[src/hdl/dmd_pkg.sv]
// ============================================================================
// dmd_pkg: shared types, constants and the Morse lookup table
// Holds the dibit codes, the queue entry layout and the table search used
// by the front end of the dibit Morse decoder.
// ============================================================================
package dmd_pkg;

    // Dibit codes, most significant dibit of a byte first
    localparam logic [1:0] DIBIT_CHAR_END = 2'b00;
    localparam logic [1:0] DIBIT_DASH     = 2'b01;
    localparam logic [1:0] DIBIT_DOT      = 2'b10;
    localparam logic [1:0] DIBIT_WORD_END = 2'b11;

    // Field widths and limits
    localparam int CODE_W      = 14;
    localparam int COUNT_W     = 4;
    localparam int ASCII_W     = 7;
    localparam int SLOTS       = 4;
    localparam int MAX_RESULTS = 2 * SLOTS;
    localparam int RESULT_W    = $clog2(MAX_RESULTS + 1);
    localparam int INDEX_W     = $clog2(MAX_RESULTS);

    localparam logic [COUNT_W-1:0] MAX_SYMBOLS = 4'd7;
    localparam logic [COUNT_W-1:0] TOO_LONG    = 4'd8;
    localparam logic [ASCII_W-1:0] SPACE_CHAR  = 7'h20;

    // Queue between front and back
    localparam int FIFO_DEPTH = 4;
    localparam int FIFO_PTR_W = $clog2(FIFO_DEPTH);
    localparam int FIFO_CNT_W = $clog2(FIFO_DEPTH + 1);

    // Table size and search depth
    localparam int TABLE_ENTRIES = 46;
    localparam int TABLE_SIZE    = 64;
    localparam int SEARCH_DEPTH  = (TABLE_ENTRIES < TABLE_SIZE) ? TABLE_ENTRIES : TABLE_SIZE;

    // One character or word end found in a byte
    typedef struct packed {
        logic              is_end;
        logic              is_word;
        logic              code_ok;
        logic [CODE_W-1:0] code;
    } slot_t;

    // All results caused by one byte, in output order
    typedef struct packed {
        logic [RESULT_W-1:0]                  count;
        logic [MAX_RESULTS-1:0][ASCII_W-1:0] chars;
    } run_t;

    // Result of a table search
    typedef struct packed {
        logic               hit;
        logic [ASCII_W-1:0] ascii;
    } lut_t;

    // Symbol codes, two bits per symbol, last symbol in the low bits
    localparam logic [CODE_W-1:0] MORSE_CODE [TABLE_SIZE] = '{
        14'h009, 14'h06A, 14'h066, 14'h01A, 14'h002, 14'h0A6, 14'h016, 14'h0AA,
        14'h00A, 14'h095, 14'h019, 14'h09A, 14'h005, 14'h006, 14'h015, 14'h096,
        14'h059, 14'h026, 14'h02A, 14'h001, 14'h029, 14'h0A9, 14'h025, 14'h069,
        14'h065, 14'h05A, 14'h155, 14'h255, 14'h295, 14'h2A5, 14'h2A9, 14'h2AA,
        14'h1AA, 14'h16A, 14'h15A, 14'h156, 14'h956, 14'h966, 14'h56A, 14'h5A5,
        14'h2A69, 14'h1A9, 14'h665, 14'h999, 14'hA5A, 14'h9A6, 14'h000, 14'h000,
        14'h000, 14'h000, 14'h000, 14'h000, 14'h000, 14'h000, 14'h000, 14'h000,
        14'h000, 14'h000, 14'h000, 14'h000, 14'h000, 14'h000, 14'h000, 14'h000
    };

    // ASCII character for each table entry
    localparam logic [ASCII_W-1:0] MORSE_ASCII [TABLE_SIZE] = '{
        7'h41, 7'h42, 7'h43, 7'h44, 7'h45, 7'h46, 7'h47, 7'h48,
        7'h49, 7'h4A, 7'h4B, 7'h4C, 7'h4D, 7'h4E, 7'h4F, 7'h50,
        7'h51, 7'h52, 7'h53, 7'h54, 7'h55, 7'h56, 7'h57, 7'h58,
        7'h59, 7'h5A, 7'h30, 7'h31, 7'h32, 7'h33, 7'h34, 7'h35,
        7'h36, 7'h37, 7'h38, 7'h39, 7'h27, 7'h40, 7'h3A, 7'h2C,
        7'h24, 7'h3D, 7'h21, 7'h2E, 7'h3F, 7'h22, 7'h00, 7'h00,
        7'h00, 7'h00, 7'h00, 7'h00, 7'h00, 7'h00, 7'h00, 7'h00,
        7'h00, 7'h00, 7'h00, 7'h00, 7'h00, 7'h00, 7'h00, 7'h00
    };

    // Parallel compare against every searched entry; an all-zero entry
    // never matches, and the first matching entry wins.
    function automatic lut_t morse_lookup(input logic [CODE_W-1:0] code);
        lut_t res;
        res.hit   = 1'b0;
        res.ascii = '0;
        for (int i = SEARCH_DEPTH - 1; i >= 0; i--)
        begin
            if ((MORSE_CODE[i] != '0) && (MORSE_CODE[i] == code))
            begin
                res.hit   = 1'b1;
                res.ascii = MORSE_ASCII[i];
            end
        end
        return res;
    endfunction

endpackage

[src/hdl/dibit_morse_decoder.sv]
// ============================================================================
// dibit_morse_decoder: Morse decoder fed with dibit-coded bytes
// Front end parses bytes and looks up characters, a four-entry queue holds
// the results of each byte, and the back end sends them one per beat.
// ============================================================================
//
//  Channel  Direction  tdata                         tuser  tlast
//  s_*      in         [7:0] code_byte               -      -
//  m_*      out        [6:0] char_code, [7] zero     -      last_of_run
//
// A byte is accepted every cycle while the queue has room; the output sends
// one character per cycle while m_tready is high. The first character of a
// byte passes the parse stage register, the queue, the run register and the
// output register. Reset clears the pending code, the queue and the output
// valid flag; no clearing pass is needed. Either side may stall freely: the
// queue absorbs up to four byte runs.
//
module dibit_morse_decoder (
    input  logic       clk,
    input  logic       rst_n,
    input  logic       s_tvalid,
    output logic       s_tready,
    input  logic [7:0] s_tdata,     // [7:0] code_byte
    output logic       m_tvalid,
    input  logic       m_tready,
    output logic [7:0] m_tdata,     // [6:0] char_code, [7] zero
    output logic       m_tlast      // last_of_run
);

    logic          push;
    dmd_pkg::run_t push_data;
    logic          fifo_full;
    logic          pop;
    logic          not_empty;
    dmd_pkg::run_t pop_data;

    // Parser and lookup
    dmd_front u_front (
        .clk       (clk),
        .rst_n     (rst_n),
        .s_tvalid  (s_tvalid),
        .s_tready  (s_tready),
        .s_tdata   (s_tdata),
        .push      (push),
        .push_data (push_data),
        .fifo_full (fifo_full)
    );

    // Run queue
    dmd_fifo u_fifo (
        .clk       (clk),
        .rst_n     (rst_n),
        .push      (push),
        .push_data (push_data),
        .full      (fifo_full),
        .pop       (pop),
        .not_empty (not_empty),
        .pop_data  (pop_data)
    );

    // Output serializer
    dmd_back u_back (
        .clk       (clk),
        .rst_n     (rst_n),
        .not_empty (not_empty),
        .pop_data  (pop_data),
        .pop       (pop),
        .m_tvalid  (m_tvalid),
        .m_tready  (m_tready),
        .m_tdata   (m_tdata),
        .m_tlast   (m_tlast)
    );

endmodule

[src/hdl/dmd_front.sv]
// ============================================================================
// dmd_front: byte parser and character lookup
// Splits each accepted byte into dibits, tracks the pending symbol code,
// registers the character and word ends, then looks them up and packs the
// results of the byte into one queue entry.
// ============================================================================
module dmd_front (
    input  logic              clk,
    input  logic              rst_n,
    input  logic              s_tvalid,
    output logic              s_tready,
    input  logic [7:0]        s_tdata,     // [7:0] code_byte
    output logic              push,
    output dmd_pkg::run_t     push_data,
    input  logic              fifo_full
);

    logic [dmd_pkg::CODE_W-1:0]  pend_reg, pend_next;
    logic [dmd_pkg::COUNT_W-1:0] cnt_reg, cnt_next;
    logic                        stage_valid_reg;
    dmd_pkg::slot_t [dmd_pkg::SLOTS-1:0] slots_reg, slots_next;
    logic                        accept;
    logic                        stage_free;
    dmd_pkg::run_t               run;

    // Walk the four dibits of the incoming byte, most significant first
    always_comb
    begin
        logic [1:0] dib;
        pend_next  = pend_reg;
        cnt_next   = cnt_reg;
        slots_next = '0;
        for (int k = 0; k < dmd_pkg::SLOTS; k++)
        begin
            dib = s_tdata[2 * (dmd_pkg::SLOTS - 1 - k) +: 2];
            if ((dib == dmd_pkg::DIBIT_DOT) || (dib == dmd_pkg::DIBIT_DASH))
            begin
                if (cnt_next < dmd_pkg::MAX_SYMBOLS)
                begin
                    pend_next = {pend_next[dmd_pkg::CODE_W-3:0], dib};
                    cnt_next  = cnt_next + 1'b1;
                end
                else
                begin
                    cnt_next = dmd_pkg::TOO_LONG;
                end
            end
            else
            begin
                slots_next[k].is_end  = 1'b1;
                slots_next[k].is_word = (dib == dmd_pkg::DIBIT_WORD_END);
                slots_next[k].code_ok = (cnt_next != '0) &&
                                        (cnt_next <= dmd_pkg::MAX_SYMBOLS);
                slots_next[k].code    = pend_next;
                pend_next = '0;
                cnt_next  = '0;
            end
        end
    end

    // Look up each end and pack the results in order
    always_comb
    begin
        dmd_pkg::lut_t                 lut;
        logic [dmd_pkg::RESULT_W-1:0]  n;
        run = '0;
        n   = '0;
        for (int k = 0; k < dmd_pkg::SLOTS; k++)
        begin
            lut = dmd_pkg::morse_lookup(slots_reg[k].code);
            if (slots_reg[k].is_end && slots_reg[k].is_word)
            begin
                run.chars[n[dmd_pkg::INDEX_W-1:0]] = dmd_pkg::SPACE_CHAR;
                n = n + 1'b1;
            end
            if (slots_reg[k].is_end && slots_reg[k].code_ok && lut.hit)
            begin
                run.chars[n[dmd_pkg::INDEX_W-1:0]] = lut.ascii;
                n = n + 1'b1;
            end
        end
        run.count = n;
    end

    // A byte with no results simply leaves the stage
    assign stage_free = !stage_valid_reg || (run.count == '0) || !fifo_full;
    assign s_tready   = stage_free;
    assign accept     = s_tvalid && stage_free;
    assign push       = stage_valid_reg && (run.count != '0) && !fifo_full;
    assign push_data  = run;

    // Control state and pending code
    always_ff @(posedge clk or negedge rst_n)
    begin
        if (!rst_n)
        begin
            pend_reg        <= '0;
            cnt_reg         <= '0;
            stage_valid_reg <= 1'b0;
        end
        else
        begin
            if (accept)
            begin
                pend_reg <= pend_next;
                cnt_reg  <= cnt_next;
            end
            if (stage_free)
            begin
                stage_valid_reg <= s_tvalid;
            end
        end
    end

    // Parse stage payload
    always_ff @(posedge clk)
    begin
        if (accept)
        begin
            slots_reg <= slots_next;
        end
    end

endmodule

[src/hdl/dmd_fifo.sv]
// ============================================================================
// dmd_fifo: short queue of byte runs
// Show-ahead queue that decouples the parser from the output serializer.
// ============================================================================
module dmd_fifo (
    input  logic          clk,
    input  logic          rst_n,
    input  logic          push,
    input  dmd_pkg::run_t push_data,
    output logic          full,
    input  logic          pop,
    output logic          not_empty,
    output dmd_pkg::run_t pop_data
);

    dmd_pkg::run_t                  mem_reg [dmd_pkg::FIFO_DEPTH];
    logic [dmd_pkg::FIFO_PTR_W-1:0] wr_ptr_reg;
    logic [dmd_pkg::FIFO_PTR_W-1:0] rd_ptr_reg;
    logic [dmd_pkg::FIFO_CNT_W-1:0] count_reg;

    assign full      = (count_reg == dmd_pkg::FIFO_CNT_W'(dmd_pkg::FIFO_DEPTH));
    assign not_empty = (count_reg != '0);
    assign pop_data  = mem_reg[rd_ptr_reg];

    // Pointers and fill level
    always_ff @(posedge clk or negedge rst_n)
    begin
        if (!rst_n)
        begin
            wr_ptr_reg <= '0;
            rd_ptr_reg <= '0;
            count_reg  <= '0;
        end
        else
        begin
            if (push)
            begin
                wr_ptr_reg <= wr_ptr_reg + 1'b1;
            end
            if (pop)
            begin
                rd_ptr_reg <= rd_ptr_reg + 1'b1;
            end
            if (push && !pop)
            begin
                count_reg <= count_reg + 1'b1;
            end
            else if (pop && !push)
            begin
                count_reg <= count_reg - 1'b1;
            end
        end
    end

    // Storage
    always_ff @(posedge clk)
    begin
        if (push)
        begin
            mem_reg[wr_ptr_reg] <= push_data;
        end
    end

endmodule

[src/hdl/dmd_back.sv]
// ============================================================================
// dmd_back: output serializer
// Takes one byte run from the queue and sends its characters one beat at a
// time through an output register, marking the final one with tlast.
// ============================================================================
module dmd_back (
    input  logic          clk,
    input  logic          rst_n,
    input  logic          not_empty,
    input  dmd_pkg::run_t pop_data,
    output logic          pop,
    output logic          m_tvalid,
    input  logic          m_tready,
    output logic [7:0]    m_tdata,     // [6:0] char_code, [7] zero
    output logic          m_tlast      // last_of_run
);

    dmd_pkg::run_t                  run_reg;
    logic                           busy_reg;
    logic [dmd_pkg::INDEX_W-1:0]    idx_reg;
    logic                           out_valid_reg;
    logic [dmd_pkg::ASCII_W-1:0]    out_char_reg;
    logic                           out_last_reg;
    logic                           advance;
    logic                           is_last;

    assign advance = !out_valid_reg || m_tready;
    assign is_last = ({1'b0, idx_reg} + 1'b1) == run_reg.count;
    assign pop     = not_empty && (!busy_reg || (advance && is_last));

    assign m_tvalid = out_valid_reg;
    assign m_tdata  = {1'b0, out_char_reg};
    assign m_tlast  = out_last_reg;

    // Run tracking and output valid
    always_ff @(posedge clk or negedge rst_n)
    begin
        if (!rst_n)
        begin
            busy_reg      <= 1'b0;
            idx_reg       <= '0;
            out_valid_reg <= 1'b0;
        end
        else
        begin
            if (advance)
            begin
                out_valid_reg <= busy_reg;
                if (busy_reg)
                begin
                    idx_reg <= idx_reg + 1'b1;
                    if (is_last)
                    begin
                        busy_reg <= 1'b0;
                    end
                end
            end
            if (pop)
            begin
                busy_reg <= 1'b1;
                idx_reg  <= '0;
            end
        end
    end

    // Run payload and output beat
    always_ff @(posedge clk)
    begin
        if (pop)
        begin
            run_reg <= pop_data;
        end
        if (advance && busy_reg)
        begin
            out_char_reg <= run_reg.chars[idx_reg];
            out_last_reg <= is_last;
        end
    end

endmodule
[config.mk]
export PLATFORM = sky130hd
export DESIGN_NAME = dibit_morse_decoder
export DESIGN_NICKNAME = d
export VERILOG_FILES = /design/src/hdl/dmd_pkg.sv /design/src/hdl/dibit_morse_decoder.sv /design/src/hdl/dmd_front.sv /design/src/hdl/dmd_fifo.sv /design/src/hdl/dmd_back.sv
export SDC_FILE = /design/constraint.sdc
export NUM_CORES = 1
export LEC_CHECK = 0
export BUFFER_PORTS_ARGS = -buffer_cell sky130_fd_sc_hd__clkbuf_2
export CAP_MARGIN = 20
export CORE_AREA = 5 5 218 220
export DETAILED_ROUTE_END_ITERATION = 7
export DIE_AREA = 0 0 223 225
export GPL_TIMING_DRIVEN = 0
export PLACE_DENSITY = 0.66
export SYNTH_ARGS = -nofsm -noshare
export SYNTH_HDL_FRONTEND = slang
export SYNTH_SLANG_ARGS = --single-unit
[constraint.sdc]
create_clock -name clk -period 10.95 [get_ports clk]
set_clock_uncertainty 0.05 [all_clocks]
set_input_delay 2.19 -clock clk [delete_from_list [all_inputs] [get_ports clk]]
set_output_delay 2.19 -clock clk [all_outputs]
set_load 0.01 [all_outputs]
---- Word level (Yosys, flattened, before mapping) ----
Memory sizes are Yosys's and may differ from the RTL's. A register that Yosys moved wholly into a read port is not among the register bits.
Index checks and enable logic that the tools add are counted.
operators by class
  add/subtract/negate cells ............... 17
  equality and inequality tests ........... 198
  reduce and logical (&&, ||, !) cells .... 56
  magnitude comparators ................... 23
  bitwise logic cells ..................... 9
  multiplexer cells ....................... 251
operators by type and width
  cell                    number
  $mux W8                 184
  $mux W56                7
  $eq A7 B14 Y1 const A   24
  $eq A8 B14 Y1 const A   24
  $eq A9 B14 Y1 const A   24
  $eq A10 B14 Y1 const A  20
  $eq A12 B14 Y1 const A  20
  $bwmux W56              4
  $eq A5 B14 Y1 const A   16
  $eq A6 B14 Y1 const A   16
  $eq A11 B14 Y1 const A  12
  $demux W7 S3            7
  $and A48 B48 Y48        3
  $not A48 Y48            3
  $eq A3 B14 Y1 const A   8
  $eq A4 B14 Y1 const A   8
  $mux W14                8
  $mux W17                4
  $mux W4                 15
  $eq A1 B14 Y1 const A   4
  $eq A14 B14 Y1 const A  4
  $eq A2 B14 Y1 const A   4
  $mux W7                 8
  $add A4 B1 Y4 const B   10
  28 further kinds        117
word-level totals
  bits of input ports ..................... 12
  memory bits (writable) .................. 240
  register bits ........................... 107
  memories kept ........................... 1
  output and inout port bits .............. 11
memories
  memory          words  width  read ports  clocked after Yosys merged registers in  write ports  RTL line        text
  u_fifo.mem_reg  4      60     1           1                                        1            dmd_fifo.sv:16  dmd_pkg::run_t mem_reg [dmd_pkg::FIFO_DEPTH];

---- Logic depth before layout (Yosys ltp) ----
Gate-level depths: netlist of run 1.
  depth in word-level cells ............... 68
  gate-level depth with buffers ........... 41

---- Cells and area by module ----
A second synthesis of run 1 with hierarchy kept.
second synthesis, totals
  cells, all modules ...................... 1968
  area total of the unflattened synthesis .. 22701.8 sq um
modules (own cells, without submodules)
  module     cells each  sequential area each (sq um)  area an instance (sq um)  times used
  dmd_front  1489        2517.4                        10725.3                   1
  dmd_fifo   348         7382.1                        9122.5                    1
  dmd_back   131         2167.1                        2854.0                    1

---- Worst setup path after synthesis of run 1 ----
No wires, ideal clock.
  kind .................................... register to output
  start point ............................. reg u_front.slots_reg[12] in the netlist's numbering
  end point ............................... out s_tready
  data arrival time ....................... 7.209 ns
  data required time ...................... 8.710 ns
  slack ................................... 1.501 ns
  stages on the path, launching flop included .. 33
  cells stage by stage .................... edfxtp_1 or4b_2 nor3_1 a22oi_1 o21ai_0 and3b_1 nand4_1 o211ai_1 inv_1 fa_1 ha_1 mux2i_1 inv_1 ha_1 nor2_1 nor2_1 o21ai_0 o21ai_0 nor2_2 clkinv_1 ha_1 nand3b_1 o31ai_4 inv_1 ha_1 nand2_1 o21a_2 inv_1 ha_1 xnor3_1 or4_4 o31ai_4 a31o_2
between the ends
  longest elaborated chain between the ends .. 64
RTL lines
  item                                  RTL line                   text
  from (decl)                           dmd_front.sv:21            dmd_pkg::slot_t [dmd_pkg::SLOTS-1:0] slots_reg, slots_next;
  from (signal assigned)                dmd_front.sv:120           slots_reg <= slots_next;
  $eq A12 B14 Y1                        dmd_pkg.sv:89              if ((MORSE_CODE[i] != '0) && (MORSE_CODE[i] == code))
  $mux W8 (45 in series)                dmd_pkg.sv:89
  $mux W8 (*)                           dmd_pkg.sv:89
  $logic_and A1 B1 Y1 (*)               dmd_front.sv:76            if (slots_reg[k].is_end && slots_reg[k].code_ok && lut.hit)
  $mux W4 (*)                           dmd_front.sv:76
  $add A4 B1 Y4                         dmd_front.sv:74            n = n + 1'b1;
  $mux W4 (*)                           dmd_front.sv:71            if (slots_reg[k].is_end && slots_reg[k].is_word)
  $add A4 B1 Y4                         dmd_front.sv:79            n = n + 1'b1;
  [3 not listed]                        -
  $add A4 B1 Y4                         dmd_front.sv:79
  $mux W4 (*)                           dmd_front.sv:76
  $add A4 B1 Y4                         dmd_front.sv:74
  $mux W4 (*)                           dmd_front.sv:71
  $add A4 B1 Y4                         dmd_front.sv:79
  $mux W4 (*)                           dmd_front.sv:76
  $logic_not A4 Y1 (*)                  dmd_front.sv:86            assign stage_free = !stage_valid_reg || (run.count == '0) || !fifo_full;
  $logic_or A1 B1 Y1 (*) (2 in series)  dmd_front.sv:86
  to (decl)                             dibit_morse_decoder.sv:22  output logic s_tready,
Mark *: on every way between the ends. The rest lies on a longest branch, timed or not.

---- Final worst setup path of run 1 ----
Ends and elaborated chain as after synthesis.

==> results of run 1 <==
## worst max-delay path by stage
stage | startpoint | endpoint | slack (ns) | cells after the start
CTS | u_front.slots_reg[12]$_SDFFCE_PN0P_ | s_tready | 0.09 | 35
global placement | u_front.slots_reg[4]$_SDFFCE_PN0P_ | u_fifo.mem_reg[1][15]$_DFFE_PP_ | -0.69 | 35
floorplan | u_front.slots_reg[12]$_SDFFCE_PN0P_ | s_tready | 1.50 | 32
global route | u_front.slots_reg[5]$_SDFFCE_PN0P_ | s_tready | -0.005 | 34
detailed placement | u_front.slots_reg[12]$_SDFFCE_PN0P_ | s_tready | 0.1 | 33
finish | u_front.slots_reg[12]$_SDFFCE_PN0P_ | s_tready | 0.48 | 34
## logic make-up after synthesis
kind of cell               Yosys count  share of synthesized area (%)
AOI/OAI and AO/OA                  396                           11.6
adders and majority gates           28                           1.60
muxes                              134                           10.1
xor gates and xnor gates            33                           1.54
and+or+nand+nor                    805                           19.3
buffers and inverters              162                           3.09
other                                1                         0.0164
DFF                                407                           52.8
## synthesized netlist by cell type (21+ instances only)
| master | instances |
|---|---|
| edfxtp_1 | 376 |
| nand2_1 | 199 |
| nor2_1 | 153 |
| a21oi_1 | 105 |
| mux4_2 | 74 |
| clkbuf_1 | 67 |
| o22ai_1 | 62 |
| nor3_1 | 58 |
| nand3_1 | 57 |
| o21ai_0 | 54 |
| nor2b_1 | 45 |
| inv_1 | 42 |
| nand2b_1 | 36 |
| and2_1 | 35 |
| mux2i_1 | 35 |
| a31oi_1 | 33 |
| dfrtp_1 | 31 |
| nor4_1 | 30 |
| nand4_1 | 29 |
| ha_1 | 26 |
| and3_1 | 25 |
| mux2_2 | 22 |
| nor3b_1 | 22 |
| or3_1 | 21 |
## final cells by class
| class | instances | area, um2 | area share (%) |
|---|---|---|---|
| multi-input cells | 1397 | 10200 | 40.2 |
| well taps | 600 | 751 | 2.96 |
| clock buffers | 53 | 1120 | 4.43 |
| repair buffers | 39 | 332 | 1.31 |
| inverters | 45 | 171 | 0.676 |
| plain buffers | 116 | 537 | 2.12 |
| clock inverters | 24 | 181 | 0.715 |
| flip-flops and latches | 407 | 12100 | 47.6 |
## metrics by stage
step           instances  setup WS (ns)  total power (uW)  TNS [ns]  util, %
2_1_floorplan       1966           1.50              2940         0        -
3_3_place_gp        2587         -0.686              3260   -181.46     52.6
3_5_place_dp        2597         0.0968              3300         0     53.0
4_1_cts             2676         0.0918              4660         0     56.1
5_1_grt             2681       -0.00520              4840  -0.00520     56.3
6_report            2681          0.478              4620         0     56.3
## layer usage
metal  GRT usage (%)  routed length (um)
met5               0                   0
met4            6.72                1680
met3            3.09                3560
met1            32.1               25700
met2            42.0               30800
## where the power goes
part / internal, uW / switching [uW] / leakage [uW]
Clock: 761 / 592 / 0.000647
Sequential: 1990 / 90.8 / 0.00410
Combinational: 494 / 702 / 0.00404
Total: 3240 / 1380 / 0.00878
## repair_timing
item,in CTS,in global routing
buffers inserted,3,4
hold buffers,0,0
endpoints found under the setup margin,1,1
resized for setup,8,18
pin swaps,2,2
==> results.yml, run 1 <==
place:
  place_area_um2: 23900
  gp_congestion: 0.974
  io_buffers: 21
  hpwlAfterDp_um: 45400
yosys:
  yosys.area.top_type_share_pct: 49.4
  netlist_area_um2: 22900
  ys.warnings.count: 0
  yosysTopAreaCell: "edfxtp_1"
  ys_seq_area_share_pct: 52.8
  syn_area_per_cell_um2: 11.6
  async_flop_share_pct: 7.62
  ys_types: 114
  synth_cells: 1966
  synth-edff-count: 376
  synthTopCellsByArea: "edfxtp_1 (49%), mux4_2 (7.3%), dfrtp_1 (3.4%)"
  yosys_most_used_dff: "edfxtp_1"
  synth_nets: 2006
  ys_seq_elements: 407
timing:
  fmax_mhz: 95.5
  timing.final.max_slew_violations: 0
  timing.final.crit_period_ns: 10.47
  whs_ns: 0.504
  fin_crit_sh_pct: 95.6
  setup_viol: 0
  tightestPinTransition_ns: 1.07
  slew_headroom_pct: 28.1
  hold_viol_final: 0
drt:
  avgRoutedWirePerCell_um: 23.0
  firstDrtPassIters: 6
  finalWirelength_um: 61700
  viasPerCell: 6.28
  drt_iter0_markers: 1899
  vias: 16800
  drc: 0
  ant_nets: 0
critical_path:
  crit_top_cell: "ha_1"
  r2r_end: "u_front.slots_reg[46]$_SDFFCE_PN0P_"
  rr_worst_depth: 36
  critical_path_buf_inv_count: 7
  path_class: "flop to primary output"
  path_delay_family: "simple AND/OR/NAND/NOR gates"
  startpoint_type: "flop"
  cp_slowest_cell: "or4b_2"
  critical_path_required_ns: 8.71
  r2r_setup_slack_ns: 1.87
  endpoint_kind: "primary output"
  cp_max_fo: 8
  arrival_ns: 8.23
  r2r-start: "u_front.slots_reg[12]$_SDFFCE_PN0P_"
  max_stage_delay_ns: 0.78
worst_hold_path:
  worst_hold_path.num_cells: 1
  worstHoldEndpoint: "u_front.pend_reg[13]$_DFFE_PN0P_"
  min_path_type: "flop to flop"
  holdCritStartpoint: "u_front.pend_reg[13]$_DFFE_PN0P_"
clock_tree:
  cts.htree.levels: 2
  clk_path_buf_depth: 3
  cts_buffers: 43
  cts_tree: "done"
  cts.sinks: 407
  clk_latency_ns: 0.57
  path_clk_slew_ns: 0.06
  cts_root_buf: "clkbuf_16"
cells_and_area:
  n_fill_cell: 3757
  layout_common_cells: "edfxtp_1 (376), nand2_1 (199), nor2_1 (153), a21oi_1 (105), mux4_2 (74)"
  diodes: 0
  fin_nets: 2089
  largest_reg_flops: 240
  stdcell_area_um2: 25400
  final_common_cell: "edfxtp_1"
  drive_above_1_share_pct: 15.0
  area_growth_pct: 11.0
power:
  ir_drop_mv: 0.145
  power_density_nw_per_um2: 182
  power_leakage_uw: 0.00878
die:
  io_pins: 23
  initial_core_util_pct: 50.7
  core_um2: 45100
  die_area_um2: 50200
  num_rows: 78
  die_w_um: 223
  die_h_um: 225
global_routing:
  overflow: 0
  grt_pass1_vias: 16100
  grt_start_max_net_pins: 58
  grt_usage_pct: 24.1
  antenna_found_initial: 0
  grt_pass1_wl_um: 95300
job:
  cap_viol_max_count: 0
run_status:
  status: "finished clean"
Power figures use the tool's default switching activity.
==> run 2, diff against run 1 <==
--- a/config.mk
+++ b/config.mk
@@ -7,11 +7,14 @@
 export LEC_CHECK = 0
 export BUFFER_PORTS_ARGS = -buffer_cell sky130_fd_sc_hd__clkbuf_2
 export CAP_MARGIN = 20
-export CORE_AREA = 5 5 218 220
+export CELL_PAD_IN_SITES_DETAIL_PLACEMENT = 1
+export CELL_PAD_IN_SITES_GLOBAL_PLACEMENT = 2
+export CORE_AREA = 5 5 232 234
 export DETAILED_ROUTE_END_ITERATION = 7
-export DIE_AREA = 0 0 223 225
+export DIE_AREA = 0 0 237 239
 export GPL_TIMING_DRIVEN = 0
-export PLACE_DENSITY = 0.66
+export PLACE_DENSITY_LB_ADDON = 0.1
+export SLEW_MARGIN = 20
 export SYNTH_ARGS = -nofsm -noshare
 export SYNTH_HDL_FRONTEND = slang
 export SYNTH_SLANG_ARGS = --single-unit
==> run 2 against run 1 <==
Compared with the run above:
- power up 2.9%
- clock power rose by 6%
- sequential share of layout area fell by 0.62 points
- cell area rose by 1.3%
==> results.yml, run 2 (synthesis results as in run 1) <==
run_status:
  status: "finished clean"
global_routing:
  antenna_found_initial: 0
  grt_pass1_wl_um: 107000
  grt_pass1_vias: 17300
  grt_start_max_net_pins: 56
  overflow: 0
  grt_usage_pct: 24.5
critical_path:
  startpoint_type: "flop"
  critical_path_required_ns: 8.71
  r2r_setup_slack_ns: 1.97
  rr_worst_depth: 35
  r2r_end: "u_front.slots_reg[7]$_SDFFCE_PN0P_"
  cp_max_fo: 8
  max_stage_delay_ns: 0.56
  endpoint_kind: "primary output"
  r2r-start: "u_front.slots_reg[3]$_SDFFCE_PN0P_"
  arrival_ns: 8.31
  path_class: "flop to primary output"
  cp_slowest_cell: "fa_1"
worst_hold_path:
  min_path_type: "flop to flop"
  holdCritStartpoint: "u_front.pend_reg[13]$_DFFE_PN0P_"
  worstHoldEndpoint: "u_front.pend_reg[13]$_DFFE_PN0P_"
  worst_hold_path.num_cells: 1
cells_and_area:
  largest_reg_flops: 240
  drive_above_1_share_pct: 15.9
  layout_common_cells: "edfxtp_1 (376), nand2_1 (199), nor2_1 (151), a21oi_1 (105), mux4_2 (74)"
  fin_cells: 2775
  area_growth_pct: 12.4
  final_common_cell: "edfxtp_1"
  fin_nets: 2094
  n_fill_cell: 5476
  seq_area_um2: 12100
  stdcell_area_um2: 25700
  multi_input_area_um2: 10300
  diodes: 0
die:
  io_pins: 23
  die_h_um: 239
  initial_core_util_pct: 44.1
  core_um2: 51800
  die_w_um: 237
  num_rows: 84
  die_area_um2: 56600
clock_tree:
  cts_root_buf: "clkbuf_16"
  cts_tree: "done"
  cts.sinks: 407
  clk_path_buf_depth: 3
  cts_buffers: 44
  cts.htree.levels: 2
  path_clk_slew_ns: 0.06
  clk_latency_ns: 0.59
place:
  hpwlAfterDp_um: 53600
  place_area_um2: 24100
  dp.cells: 2686
  gp_congestion: 0.911
  io_buffers: 21
timing:
  tightestPinTransition_ns: 1.17
  rsz0062_at_grt: "false"
  timing.final.max_slew_violations: 0
  final.setup.tns_ns: 0
  hold_viol_final: 0
  setup_viol: 0
  fin_crit_sh_pct: 96.4
  fmax_mhz: 94.8
  slew_headroom_pct: 21.8
  timing.final.crit_period_ns: 10.55
drt:
  drc: 0
  drt_iter0_markers: 1199
  ant_nets: 0
  avgRoutedWirePerCell_um: 25.3
  vias: 16800
  finalWirelength_um: 70300
  viasPerCell: 6.05
  firstDrtPassIters: 5
job:
  cap_viol_max_count: 0
power:
  power_leakage_uw: 0.00886
  ir_drop_mv: 0.108
  power_density_nw_per_um2: 185
-- run 2: power breakdown --
part / internal (uW) / total (uW) / switching (uW)
Combinational: 507 / 1250 / 744
Clock: 812 / 1430 / 613
Sequential: 1990 / 2080 / 96.1
-- run 2: what timing repair did --
| item | CTS | global route |
|---|---|---|
| gates resized for setup | 17 | 16 |
| setup endpoints to repair | 1 | 1 |
| setup buffers | 2 | 8 |
| hold buffers | 0 | 0 |
| pin swaps | 2 | 4 |
-- run 2: worst max path at each step --
| stage | cells past startpoint | end | startpoint |
|---|---|---|---|
| finish | 33 | s_tready | u_front.slots_reg[3]$_SDFFCE_PN0P_ |
| global route | 36 | s_tready | u_front.slots_reg[12]$_SDFFCE_PN0P_ |
| CTS | 34 | s_tready | u_front.slots_reg[12]$_SDFFCE_PN0P_ |
| detailed placement | 35 | s_tready | u_front.slots_reg[12]$_SDFFCE_PN0P_ |
| global placement | 35 | u_fifo.mem_reg[1][12]$_DFFE_PP_ | u_front.slots_reg[4]$_SDFFCE_PN0P_ |
| floorplan | 32 | s_tready | u_front.slots_reg[12]$_SDFFCE_PN0P_ |
-- run 2: critical path: cells and delay by family (launching register included) --
kind	cells	cell delay [ns]
AND/OR/NAND/NOR	9	1.95
AO/OA/AOI/OAI	10	1.85
adder cells (fa/ha/maj)	5	1.79
buffers and inverters	7	0.96
XOR/XNOR	2	0.70
flip-flops	1	0.49
-- run 2: through the flow --
step	utilization [%]	power (uW)	hold slack, ns	setup slack [ns]
final	49.6	4760	0.502	0.396
after global routing	49.6	4990	0.534	0.0388
after CTS	49.3	4800	0.502	0.0602
after detailed placement	46.5	3360	0.488	-0.0384
after global placement	46.0	3300	0.468	-0.982
after floorplan	-	2940	0.444	1.50
-- run 2: layout make-up --
type	count	area share, %
sequential	407	47.0
multi-input combinational	1397	40.0
clock buffer	46	4.31
tap	688	3.35
buffer	116	2.09
timing repair buffer	43	1.56
clock inverter	33	1.08
inverter	45	0.687
-- run 2: routing by layer --
layer	routed length (um)	part of all wire, %	GRT usage [%]	vias to the layer above
li1	-	-	-	7803
met1	30000	43	32.2	8467
met2	35500	51	43.2	396
met3	2630	3.7	2.93	112
met4	2040	2.9	6.66	0
met5	0	0	0	-
